`config.mk`:
```
export PLATFORM = sky130hd
export DESIGN_NAME = chs_front_flat
export DESIGN_NICKNAME = d
export VERILOG_FILES = /design/src/chs_pkg.sv /design/src/chs_if.sv /design/src/chs_front.sv /design/src/flat_wrapper.sv
export SDC_FILE = /design/constraint.sdc
export NUM_CORES = 1
export LEC_CHECK = 0
export BUFFER_PORTS_ARGS = -buffer_cell sky130_fd_sc_hd__buf_2
export CORE_MARGIN = 2
export CORE_UTILIZATION = 54
export CTS_CLUSTER_DIAMETER = 80
export CTS_CLUSTER_SIZE = 25
export DETAILED_ROUTE_END_ITERATION = 7
export PLACE_DENSITY = 0.93
export REMOVE_ABC_BUFFERS = 1
export SLEW_MARGIN = 10
export SYNTH_ARGS = -nofsm -noshare
export SYNTH_HDL_FRONTEND = slang
export SYNTH_SLANG_ARGS = --single-unit
```
`constraint.sdc`:
```
create_clock -name clk -period 6.58 [get_ports clk]
set_clock_uncertainty 0.05 [all_clocks]
set_input_delay 1.316 -clock clk [delete_from_list [all_inputs] [get_ports clk]]
set_output_delay 1.316 -clock clk [all_outputs]
set_load 0.01 [all_outputs]
```
`src/chs_pkg.sv`:
```
// Package for the chained hash set: sizes, link encoding, operation codes
// and the queue item type shared by the front and back parts.
// No dependencies.
package chs_pkg;

  localparam int KEY_W   = 32;
  // BUCKETS must be a power of two: the bucket is the low bits of the key.
  localparam int BUCKETS = 1024;
  localparam int NODES   = 1024;
  localparam int QDEPTH  = 2;

  localparam int BKT_AW  = $clog2(BUCKETS);
  localparam int NODE_AW = $clog2(NODES);
  localparam int LINK_W  = $clog2(NODES + 1);
  localparam int Q_AW    = (QDEPTH > 1) ? $clog2(QDEPTH) : 1;
  localparam int QCNT_W  = $clog2(QDEPTH + 1);

  localparam logic [LINK_W-1:0] EMPTY_LINK = LINK_W'(NODES);
  localparam logic [BKT_AW-1:0] BKT_LAST   = BKT_AW'(BUCKETS - 1);

  typedef enum logic {
    OP_INSERT = 1'b0,
    OP_QUERY  = 1'b1
  } op_t;

  localparam logic ST_DONE = 1'b0;
  localparam logic ST_FULL = 1'b1;

  typedef struct packed {
    op_t                     op;
    logic signed [KEY_W-1:0] key;
    logic [BKT_AW-1:0]       bucket;
  } item_t;

endpackage

```
`src/chs_if.sv`:
```
// Channel interfaces of the chained hash set: request words and result words.
// Depends on chs_pkg for the key width.
interface chs_in_if;
  import chs_pkg::*;
  logic                    valid;
  logic                    ready;
  logic                    func;
  logic signed [KEY_W-1:0] key;
  modport source (output valid, output func, output key, input ready);
  modport sink (input valid, input func, input key, output ready);
endinterface


```
`src/chs_front.sv`:
```
// Front part: accepts request words, decodes the operation and bucket, and
// holds them in a short queue for the back part. Depends on chs_pkg, chs_if.
module chs_front import chs_pkg::*; (
  input  logic     clk,
  input  logic     rst_n,
  chs_in_if.sink   in_ch,
  input  logic     busy,
  output logic     q_valid,
  output item_t    q_item,
  input  logic     q_pop
);

  item_t             q_mem [QDEPTH];
  logic [Q_AW-1:0]   wr_ptr_r, wr_ptr_nxt;
  logic [Q_AW-1:0]   rd_ptr_r, rd_ptr_nxt;
  logic [QCNT_W-1:0] count_r, count_nxt;
  logic              push;
  item_t             new_item;

  assign in_ch.ready = (count_r != QCNT_W'(QDEPTH)) && !busy;
  assign push        = in_ch.valid && in_ch.ready;

  always_comb begin
    new_item.op     = op_t'(in_ch.func);
    new_item.key    = in_ch.key;
    new_item.bucket = in_ch.key[BKT_AW-1:0];
  end

  assign q_valid = (count_r != '0);
  assign q_item  = q_mem[rd_ptr_r];

  always_comb begin
    wr_ptr_nxt = wr_ptr_r;
    rd_ptr_nxt = rd_ptr_r;
    count_nxt  = count_r;
    if (push) begin
      wr_ptr_nxt = (wr_ptr_r == Q_AW'(QDEPTH - 1)) ? '0 : wr_ptr_r + 1'b1;
    end
    if (q_pop) begin
      rd_ptr_nxt = (rd_ptr_r == Q_AW'(QDEPTH - 1)) ? '0 : rd_ptr_r + 1'b1;
    end
    if (push && !q_pop) begin
      count_nxt = count_r + 1'b1;
    end else if (q_pop && !push) begin
      count_nxt = count_r - 1'b1;
    end
  end

  always_ff @(posedge clk) begin
    if (!rst_n) begin
      wr_ptr_r <= '0;
      rd_ptr_r <= '0;
      count_r  <= '0;
    end else begin
      wr_ptr_r <= wr_ptr_nxt;
      rd_ptr_r <= rd_ptr_nxt;
      count_r  <= count_nxt;
    end
  end

  always_ff @(posedge clk) begin
    if (push) begin
      q_mem[wr_ptr_r] <= new_item;
    end
  end

endmodule

```
`src/flat_wrapper.sv`:
```
// flat-port wrapper written by rule: the top's interface ports become plain ports
module chs_front_flat import chs_pkg::*;
  (clk, rst_n, busy, q_valid, q_item, q_pop, in_ch_valid, in_ch_func, in_ch_key, in_ch_ready);
  chs_in_if in_ch_i ();
  input  logic clk;
  input  logic rst_n;
  input  logic busy;
  output logic q_valid;
  output item_t q_item;
  input  logic q_pop;
  input wire logic [$bits(in_ch_i.valid)-1:0] in_ch_valid;
  input wire logic [$bits(in_ch_i.func)-1:0] in_ch_func;
  input wire logic [$bits(in_ch_i.key)-1:0] in_ch_key;
  output wire logic [$bits(in_ch_i.ready)-1:0] in_ch_ready;
  assign in_ch_i.valid = in_ch_valid;
  assign in_ch_i.func = in_ch_func;
  assign in_ch_i.key = in_ch_key;
  assign in_ch_ready = in_ch_i.ready;
  chs_front u_core (.clk(clk), .rst_n(rst_n), .in_ch(in_ch_i), .busy(busy), .q_valid(q_valid), .q_item(q_item), .q_pop(q_pop));
endmodule
```
==> qor.yml <==
status:
  outcome: "completed"
global_route:
  overflow: 0
  grt_first_pass_wirelength_um: 6180
  grt_usage: 0.160
  number_of_antenna_violations_at_the_first_check_in_global_routing: 0
  number_of_global_route_vias_before_repair: 1363
  maximum_number_of_pins_on_one_net_before_global_route_repair: 34
setup_path:
  timing.critical_path.max_delay_family: "buffers and inverters"
  crit_arrival_ps: 1640
  r2r_setup_slack_ps: 4510
  critical_path.max_stage_delay_ps: 130
  timing.critical_path.to_type: "primary output"
  critical_path_cell_by_cell: "buf_2 > nor2_1 > buf_2"
  critical_path.startpoint_type: "input pin"
  timing.critical_path.required_ps: 5210
  critical-path-slowest-cell: "buf_2"
  max_fanout_on_critical_path: 2
  path_class: "input pin to primary output"
  worst_path_most_repeated_cell: "buf_2"
  cp_num_buf_inv: 2
sta:
  finalHoldViolations: 0
  grt_setup_unrepaired: "false"
  max_slew.worst_pin.slew_ps: 948
  setup-tns-final_ps: 0
  worst_slew_margin_rel: 0.367
  layout_worst_path_cycle_share: 0.456
  maxSlewViolCount: 0
  finalCriticalPeriod_ps: 3000
  clock.fmax_mhz: 333
  setup_viol: 0
yosys:
  synth.largest_area_cell: "edfxtp_1"
  ys_warn_count: 0
  ys_types: 20
  yosysMostFrequentCell: "edfxtp_1"
  netlist_top_cells_area: "edfxtp_1 (74%), mux2_1 (14%), dfxtp_1 (3.7%)"
  synth.ff_latch_count: 71
  synth_top_area_frac: 0.736
  avgSynthCellArea_um2: 19.4
  share_of_the_yosys_chip_area_belonging_to_registers: 0.774
  synthCells: 139
  mappedNetlistArea_um2: 2690
  netlist_top_cells_count: "edfxtp_1 (66), mux2_1 (33), buf_4 (13), dfxtp_1 (5), nor2_1 (4)"
  synth_edf_count: 66
  synthFlopType: "edfxtp_1"
  synth_async_sr_flop_share: 0
final_layout:
  utilization: 0.686
  fill_cells: 336
  design.final.nets: 259
  drive_above_1_share: 0.436
  antenna_cells_inserted: 0
  synthToLayoutAreaGrowth_pct: 21.2
floorplanning:
  dieWidth_um: 74.6
  start_util: 0.566
  num_rows: 25
  die_height_um: 74.6
  io_pins: 83
  core_um2: 4750
  die_area_um2: 5560
cts:
  cts.repair.resized: 0
  cts_tree: "done"
  clk-insertion-delay-late_ps: 320
  cts_num_sinks: 71
  clock_tree.buffer_depth: 2
  cts_htree_levels: 3
  post-cts-setup-buffer-count: 0
  number_of_clock_buffers_inserted_by_tritoncts: 9
  cts-hold-fix-buffers: 0
  clock-root-buffer: "clkbuf_8"
  worst_setup_hold_path_clk_slew_ps: 70
power:
  p_per_area_nw_per_um2: 279
  p_sw_mw: 0.210
  peak_supply_drop_uv: 154
  power.internal_mw: 0.702
  cellLeakagePower_nw: 1.26
  seq_power_share: 0.578
  share_comb_of_total_power: 0.121
  switching_share: 0.230
  power.share.clock: 0.301
route:
  top_signal_layer_used: "met4"
  totalWireLength_um: 4240
  wl_met1_um: 1770
  drt-pass1-iter-count: 5
  final_antenna_net_count: 0
  drcViolationCount: 0
  vias_per_cell: 4.91
  drt_first_iter_violations: 111
  routed_via_count: 1433
  dr_wl_met3_um: 290
  dr_wl_met2_um: 2120
  wl_per_cell_um: 14.5
place:
  io_buffers: 82
  routabilityCongestion: 0.693
  dp_hpwl_um: 2860
flow_run:
  max_cap_violations: 0
hold_path:
  timing.hold.worst.class: "flip-flop to flip-flop"
## power groups by stage
stage	registers (mW)	logic, mW	clock network (mW)
5_1_grt	0.529	0.122	0.301
4_1_cts	0.527	0.112	0.282
3_3_place_gp	0.535	0.109	0
2_1_floorplan	0.540	0.0558	0
6_report	0.527	0.110	0.274
3_5_place_dp	0.537	0.112	0
## cell type report
type | instances | area (µm²) | area share
Inverter | 2 | 7.51 | 0.00230
Multi-Input combinational cell | 52 | 507 | 0.155
Clock buffer | 11 | 131 | 0.0403
Sequential cell | 71 | 2080 | 0.638
Clock inverter | 5 | 25.0 | 0.00767
Timing Repair Buffer | 84 | 425 | 0.130
Tap cell | 67 | 83.8 | 0.0257
## worst reg2reg max path: cells and delay by family (launching register included)
| kind | cells | cell delay (ps) |
|---|---|---|
| flops | 1 | 340 |
| simple gates | 3 | 1290 |
## kinds of logic after synthesis
| kind of cell | synth area share |
|---|---|
| flip-flops | 0.774 |
| AND/OR/NAND/NOR | 0.0256 |
| buffers and inverters | 0.0409 |
| adder cells (fa/ha/maj) | 0.00465 |
| XOR/XNOR | 0.00976 |
| multiplexers | 0.142 |
| AO/OA/AOI/OAI | 0.00372 |
## stage by stage
| step | hold slack (ps) | std cells | area, µm² | setup slack [ps] | power, mW |
|---|---|---|---|---|---|
| after floorplan | 401 | 125 | 2590 | 2980 | 0.596 |
| after global placement | 433 | 276 | 3110 | 3580 | 0.643 |
| after detailed placement | 453 | 276 | 3110 | 3540 | 0.648 |
| after CTS | 477 | 292 | 3260 | 3570 | 0.922 |
| after global routing | 510 | 292 | 3260 | 3550 | 0.952 |
| final | 470 | 292 | 3260 | 3580 | 0.912 |
## final timing paths
check                                 start                       endpoint  cells past startpoint
min            u_core.wr_ptr_r$_SDFFE_PN0N_   u_core.wr_ptr_r$_SDFFE_PN0N_                      2
max reg2reg  u_core.count_r[1]$_SDFFE_PN0P_  u_core.q_mem[0][35]$_DFFE_PP_                      3
max                                    busy                    in_ch_ready                      3
min reg2reg    u_core.wr_ptr_r$_SDFFE_PN0N_   u_core.wr_ptr_r$_SDFFE_PN0N_                      2
## sequential cells by signal, summed over array words and instances, names as in the netlist, named ones only
signal	flops
u_core.q_mem	66
u_core.count_r	2
u_core.rd_ptr_r	1
u_core.wr_ptr_r	1
## cells in the final DEF, fill, tap and decap left out
cell type   netlist  final
a21oi_1           1      1
and2_1            1      1
buf_2             1     82
buf_4            13      2
clkbuf_1          0      2
clkbuf_8          0      9
clkinv_1          0      2
clkinv_2          0      2
clkinvlp_4        0      1
dfxtp_1           5      5
edfxtp_1         66     66
ha_1              1      1
inv_1             2      2
mux2_1           33     33
mux2i_1           1      1
nand2_1           1      1
nand2b_1          1      1
nor2_1            4      4
nor2b_1           2      1
nor2b_4           0      1
nor3b_2           1      1
o21ai_0           1      1
or2_1             1      1
or3_1             1      1
xnor2_1           1      1
xor2_1            2      2
## metal layers
layer,GRT usage,up-vias
met5,0,-
li1,-,675
met1,0.184,698
met3,0.0501,6
met2,0.256,54
met4,0.113,0
(Power assumes the default switching activity.)
